### config.mk
export PLATFORM = sky130hd
export DESIGN_NAME = kdt_ram
export DESIGN_NICKNAME = d
export VERILOG_FILES = /design/src/kdt_ram.sv
export SDC_FILE = /design/constraint.sdc
export NUM_CORES = 1
export LEC_CHECK = 0
export BUFFER_PORTS_ARGS = -buffer_cell sky130_fd_sc_hd__buf_2
export CAP_MARGIN = 20
export CORE_MARGIN = 1.5
export CORE_UTILIZATION = 40
export CTS_CLUSTER_SIZE = 16
export DETAILED_ROUTE_END_ITERATION = 10
export PLACE_DENSITY_LB_ADDON = 0.08
export SLEW_MARGIN = 20
export SYNTH_ARGS = -nofsm -noshare
export SYNTH_HDL_FRONTEND = slang
export SYNTH_SLANG_ARGS = --single-unit
export TNS_END_PERCENT = 1
### constraint.sdc
create_clock -name clk -period 5.2 [get_ports clk]
set_clock_uncertainty 0.2 [all_clocks]
set_input_delay 0.78 -clock clk [delete_from_list [all_inputs] [get_ports clk]]
set_output_delay 0.78 -clock clk [all_outputs]
set_load 0.01 [all_outputs]
### src/kdt_ram.sv
// Generic single-write, single-read RAM with registered read data.
// No dependencies.
`timescale 1ns / 1ps
`default_nettype none
module kdt_ram #(
  parameter int WIDTH = 8,
  parameter int DEPTH = 16
) (
  input  wire logic                     clk,
  input  wire logic                     we,
  input  wire logic [$clog2(DEPTH)-1:0] waddr,
  input  wire logic [WIDTH-1:0]         wdata,
  input  wire logic [$clog2(DEPTH)-1:0] raddr,
  output logic      [WIDTH-1:0]         rdata
);
  logic [WIDTH-1:0] mem [DEPTH];

  always_ff @(posedge clk) begin
    if (we) begin
      mem[waddr] <= wdata;
    end
    rdata <= mem[raddr];
  end
endmodule
`default_nettype wire

==> results of run 1 <==
## cells in the mapped netlist (3+ instances only)
library cell	count	area [um^2]
nor2_1	13	48.80
clkdlybuf4s25_2	3	30.03
mux4_1	14	367.9
mux4_2	18	405.4
a22oi_1	16	120.1
nand2_1	9	33.78
edfxtp_1	128	3844
nor3_1	4	20.02
dfxtp_1	8	160.2
buf_6	3	33.78
buf_2	3	15.01
## cell families (layout without fill, tap and decap cells)
family                 Yosys count  count (layout)  share of synthesized area, %
AOI/OAI and AO/OA               16              16                         2.334
and+or+nand+nor                 35              35                         3.184
buffers and inverters           10              61                         1.677
DFF                            136             136                         77.78
muxes                           32              32                         15.02
## worst max-delay path by stage
stage / cells past startpoint / slack (ns) / to / startpoint
2_1_floorplan: 2 / 2.73 / mem[0][0]$_DFFE_PP_ / waddr[2]
3_3_place_gp: 3 / 2.02 / mem[0][5]$_DFFE_PP_ / waddr[2]
3_5_place_dp: 5 / 2.17 / rdata[5]$_DFF_P_ / raddr[0]
4_1_cts: 5 / 2.61 / rdata[5]$_DFF_P_ / raddr[0]
5_1_grt: 5 / 2.58 / rdata[5]$_DFF_P_ / raddr[0]
6_report: 5 / 2.67 / rdata[5]$_DFF_P_ / raddr[0]
## layer usage
| metal | part of all wire, % | up-vias |
|---|---|---|
| met3 | 3.7 | 16 |
| met2 | 47 | 62 |
| met1 | 48 | 1273 |
| met4 | 1.5 | 0 |
| li1 | - | 1047 |
| met5 | 0 | - |
## through the flow
step	setup WS [ns]	total power, mW
after global placement	2.024	1.369
after floorplan	2.727	1.319
after global routing	2.576	2.563
final	2.667	2.479
after detailed placement	2.170	1.371
after CTS	2.610	2.502
## power by group
| part | internal [mW] | switching [mW] |
|---|---|---|
| Combinational | 0.0445 | 0.0662 |
| Clock | 0.713 | 0.421 |
| Sequential | 1.23 | 0.00858 |
| Total | 1.98 | 0.495 |
## sequential cells by signal, summed over array words and instances, names as in the netlist
name   flops
mem      128
rdata      8
## worst min-delay path: cells and delay by family (launching register included)
family	cells	cell delay [ns]
AO/OA/AOI/OAI	1	0.08
flip-flops	1	0.31
multiplexers	1	0.21
AND/OR/NAND/NOR	1	0.06
## final cells by class
type                       instances  area, um^2  area share, %
sequential                       136        4004          66.71
multi-input combinational         83        1070          17.82
clock buffer                      23       457.9          7.630
tap                              172       215.2          3.586
timing repair buffer              29       155.1          2.585
clock inverter                     9       100.1          1.668
==> run metrics, run 1 <==
maxcap violations=0; GRT Total Usage=17.56%; power per cell area=between 400 and 500 nW/um^2; antenna cells=0; Die H=116.4 um; Post-CTS Setup Inserts=0; slowest CP cell=mux4_1; Max clock buf depth=2; Startpoint Class=input port; Routed Antenna Nets=0; die width=116.4 um; Post-synth EDFFs=between 100 and 150; Peak Freq=around 400 MHz; # DRC=0; Worst Max-Slew Pin Slew=about 1.0 ns; Worst R2R Path Depth=3; Vias/cell=5.305; Tightest Hold Check Type=reg -> reg; TritonCTS buffer count=17; post-synthesis async set-or-reset flop share=0%; post_cts resized=0; CTS tree=yes; DRT iter0 DRCs=142; vias in the first global route=2542; R2R Path End=rdata[4]$_DFF_P_; placed cells=between 400 and 500; critical path class=in -> reg; number of distinct library cells after synthesis=19; number of cells on the worst hold path=3; first drt pass iteration count=4; critical path data arrival time=between 2 and 3 ns; layout cells sized above 1=27.86%; # clock sinks=136; Initial Utilization=between 40% and 50%; Yosys reg bits=about 140; final RePlAce weighted congestion=around 0.69; flop-to-flop setup slack=between 3 and 4 ns; global-route wire length before repair=15670 um; Hold Buf Count CTS=0; status=complete, no violations; Port Buf Inserts=25; Layout Nets=285; Final Critical Period=2.533 ns; yosys warns=0; Skew-Pair Late Insertion Delay=0.41 ns; Hold EP=rdata[1]$_DFF_P_; Slew headroom=roughly a third; DP Area=5441 um^2; delay of the slowest critical-path stage=0.62 ns; DR WL/cell=23.34 um; Worst path top cell family by delay=buffers and inverters; unrepaired setup endpoints after global routing=no; met3 Resource Use GR=about 5.3%; critical hold path startpoint=mem[3][1]$_DFFE_PP_; leak pwr=1.988 nW; utilization after layout=47.76%; Synth Cell Area=between 5000 and 6000 um^2; Seq/Total Area, Yosys=77.78%; crit path cell chain=buf_2 -> buf_4 -> mux4_1 -> a22oi_1 -> nand2_1; Synth Area per Inst=22.48 um^2; M1 GR Usage=24.24%; total congestion overflow=0; CTS Root Cell=clkbuf_16; CP Max Fanout=19; die area=roughly 14000 um^2; antenna violations before repair=0; pin count of the biggest net entering global routing=33; Syn Nets=247; vias post-DR=2398; CP endpoint kind=register; I/O pin count=26; dpl hpwl=6421 um; H-tree levels=4; non-filler cells, final=~450; GRT busiest layer=met2; Hold Fails Final Rpt=0; R2R Path Start=mem[9][4]$_DFFE_PP_; fillers=1052; Worst-path clk slew=0.05 ns; commonest non-fill, non-tap cells in the layout=128 x edfxtp_1, 25 x buf_2, 18 x mux4_2; max-slew violation count=0; number of buffers and inverters on the critical path=2; Core Area=around 13000 um^2; Synth Instances=around 230; setup total negative slack=0 ns; GRT met2 Usage=approximately a quarter; hold slack=0.4762 ns; Detailed Route WL=between 10000 and 15000 um; required time worst endpoint=around 5.3 ns; site row count=41; area growth from synthesis to final layout=16.60%; commonest non-fill, non-tap cell in the layout=edfxtp_1; top_reg_cell synth=edfxtp_1; Setup-failing EPs final=0; Final Instance Area=6002 um^2; crit share post-route=48.71%; VDD IR max=0.2178 mV
Power figures use the tool's default switching activity.
==> inputs of run 2 (changes only) <==
clock period = 2.3 ns   (was 5.2 ns; I/O delays follow)
==> run 2 against run 1 <==
Effect of this change: sequential share of layout area is 1.9 points lower; worst setup slack got worse by 2.0 ns; count of clock-buffer cells in the layout shrank 3; power grew 130%; global-route usage shrank 0.88 points; flip-flop and latch count did not move; clock power is 140% higher; register-to-register slack worse by 2.9 ns; critical path depth is the same; final cell count is 3.8% higher; critical endpoint is now rdata[0]$_DFF_P_; largest power group unchanged; highest routed layer unchanged.
==> run metrics, run 2 (same netlist as run 1, synthesis figures left out) <==
status=complete, no violations (unchanged); critical path data arrival time=1.73 ns (was 2.62 ns); required time worst endpoint=2.39 ns (was 5.29 ns); Hold Fails Final Rpt=0 (unchanged); DRT iter0 DRCs=148 (was 142); Routed Antenna Nets=0 (unchanged); unrepaired setup endpoints after global routing=no (unchanged); Slew headroom=67.68% (was 31.98%); Hold Buf Count CTS=0 (unchanged); pin count of the biggest net entering global routing=33 (unchanged); Final Critical Period=1.636 ns; number of cells on the worst hold path=1 (was 3); Max clock buf depth=2 (unchanged); power per cell area=931.8 nW/um^2 (was 413.1 nW/um^2); Initial Utilization=40.96% (unchanged); slowest CP cell=mux4_1 (unchanged); Tightest Hold Check Type=in -> reg (was reg -> reg); I/O pin count=26 (unchanged); crit path cell chain=buf_2 -> buf_12 -> mux4_1 -> a22oi_1 -> nand2_1 (was buf_2 -> buf_4 -> mux4_1 -> a22oi_1 -> nand2_1); Startpoint Class=input port (unchanged); die width=116.4 um (unchanged); CP Max Fanout=32 (was 19); vias post-DR=2385 (was 2398); Final Instance Area=6177 um^2 (was 6002 um^2); VDD IR max=0.4194 mV (was 0.2178 mV); critical path class=in -> reg (unchanged); R2R Path Start=mem[1][0]$_DFFE_PP_ (was mem[9][4]$_DFFE_PP_); setup total negative slack=0 ns (unchanged); Vias/cell=5.085 (was 5.305); DR WL/cell=21.08 um (was 23.34 um); delay of the slowest critical-path stage=0.60 ns (was 0.62 ns); Setup-failing EPs final=0 (unchanged); Regs by FF count=mem x128, rdata x8 (unchanged); vias in the first global route=2454 (was 2542); CP endpoint kind=register (unchanged); Post-CTS Setup Inserts=0 (unchanged); Detailed Route WL=9885 um (was 10550 um); maxcap violations=0 (unchanged); flop-to-flop setup slack=0.70 ns (was 3.62 ns); dpl hpwl=6301 um (was 6421 um); Peak Freq=611.2 MHz; total congestion overflow=0 (unchanged); area growth from synthesis to final layout=20.00% (was 16.60%); max reg flops=128 (unchanged); first drt pass iteration count=4 (unchanged); Largest Register=mem (unchanged); Worst-path clk slew=0.05 ns (about the same); max-slew violation count=0 (unchanged); Hold EP=mem[15][7]$_DFFE_PP_ (was rdata[1]$_DFF_P_); Layout Nets=302 (was 285); antenna cells=0 (unchanged); critical hold path startpoint=wdata[7] (was mem[3][1]$_DFFE_PP_); Core Area=12570 um^2 (unchanged); number of buffers and inverters on the critical path=2 (unchanged); R2R Path End=rdata[0]$_DFF_P_ (was rdata[4]$_DFF_P_); global-route wire length before repair=15010 um (was 15670 um); die area=13560 um^2 (unchanged); Worst path top cell family by delay=multiplexers (was buffers and inverters); site row count=41 (unchanged); H-tree levels=4 (unchanged); commonest non-fill, non-tap cells in the layout=128 x edfxtp_1, 25 x buf_2, 19 x buf_4 (was 128 x edfxtp_1, 25 x buf_2, 18 x mux4_2); CTS tree=yes (unchanged); TritonCTS buffer count=17 (unchanged); Port Buf Inserts=25 (unchanged); # DRC=0 (unchanged); GRT Total Usage=16.67% (was 17.56%); Skew-Pair Late Insertion Delay=0.41 ns (about the same); commonest non-fill, non-tap cell in the layout=edfxtp_1 (unchanged); post_cts resized=0 (unchanged); Worst Max-Slew Pin Slew=0.4848 ns (was 1.015 ns); Die H=116.4 um (unchanged); layout cells sized above 1=30.64% (was 27.86%); crit share post-route=71.13%; final RePlAce weighted congestion=0.7025 (was 0.6857); Worst R2R Path Depth=3 (unchanged); DP Area=5584 um^2 (was 5441 um^2); antenna violations before repair=0 (unchanged); # clock sinks=136 (unchanged); leak pwr=2.108 nW (was 1.988 nW); CTS Root Cell=clkbuf_16 (unchanged)
[run 2: changes by cell type in the layout (fill, tap and decap cells not counted), sizes merged]
| cell | delta |
|---|---|
| buf | +17 |
| clkbuf | -3 |
| clkinvlp | -2 |
| clkinv | +3 |
| bufinv | +2 |
[run 2: worst max-delay path by stage]
stage          slack (ns)                   to  cells past startpoint  startpoint
2_1_floorplan        0.26  mem[0][0]$_DFFE_PP_                      2    waddr[2]
3_3_place_gp         0.20     rdata[0]$_DFF_P_                      5    raddr[0]
3_5_place_dp         0.20     rdata[0]$_DFF_P_                      5    raddr[0]
4_1_cts              0.64     rdata[0]$_DFF_P_                      5    raddr[0]
5_1_grt              0.62     rdata[3]$_DFF_P_                      5    raddr[0]
6_report             0.66     rdata[0]$_DFF_P_                      5    raddr[0]
[run 2: layout make-up]
type	instances	area (um^2)
fill	1021	6391
clock inverter	12	156.4
multi-input combinational	83	1057
sequential	136	4004
tap	172	215.2
timing repair buffer	46	307.8
clock buffer	20	436.7
[run 2: worst register-to-register path, delay by kind of cell (launching register included)]
kind / cells / cell delay (ns)
and+or+nand+nor: 1 / 0.09
AOI/OAI and AO/OA: 1 / 0.31
muxes: 1 / 0.52
DFF: 1 / 0.35
[run 2: where the power goes]
part / internal [mW] / total, mW / switching, mW
clock: 1.79 / 2.70 / 0.915
combinational: 0.113 / 0.264 / 0.150
sequential: 2.77 / 2.79 / 0.0153
total: 4.67 / 5.76 / 1.08
[run 2: through the flow]
stage	setup slack (ns)	utilization (%)	hold slack [ns]	power [mW]	std cells
2_1_floorplan	0.2621	-	0.2439	2.983	229
3_3_place_gp	0.2016	44.43	0.4514	3.108	437
3_5_place_dp	0.1971	44.43	0.4667	3.110	437
4_1_cts	0.6401	49.15	0.1044	5.819	469
5_1_grt	0.6193	49.15	0.1195	5.947	469
6_report	0.6640	49.15	0.1217	5.756	469
[run 2: metal layers]
metal / global-route usage (%) / up-vias / part of all wire (%)
met1: 22.70 / 1222 / 43
met3: 4.774 / 14 / 6.0
met5: 0 / - / 0
met4: 7.886 / 0 / 1.8
li1: - / 1081 / -
met2: 25.02 / 68 / 49
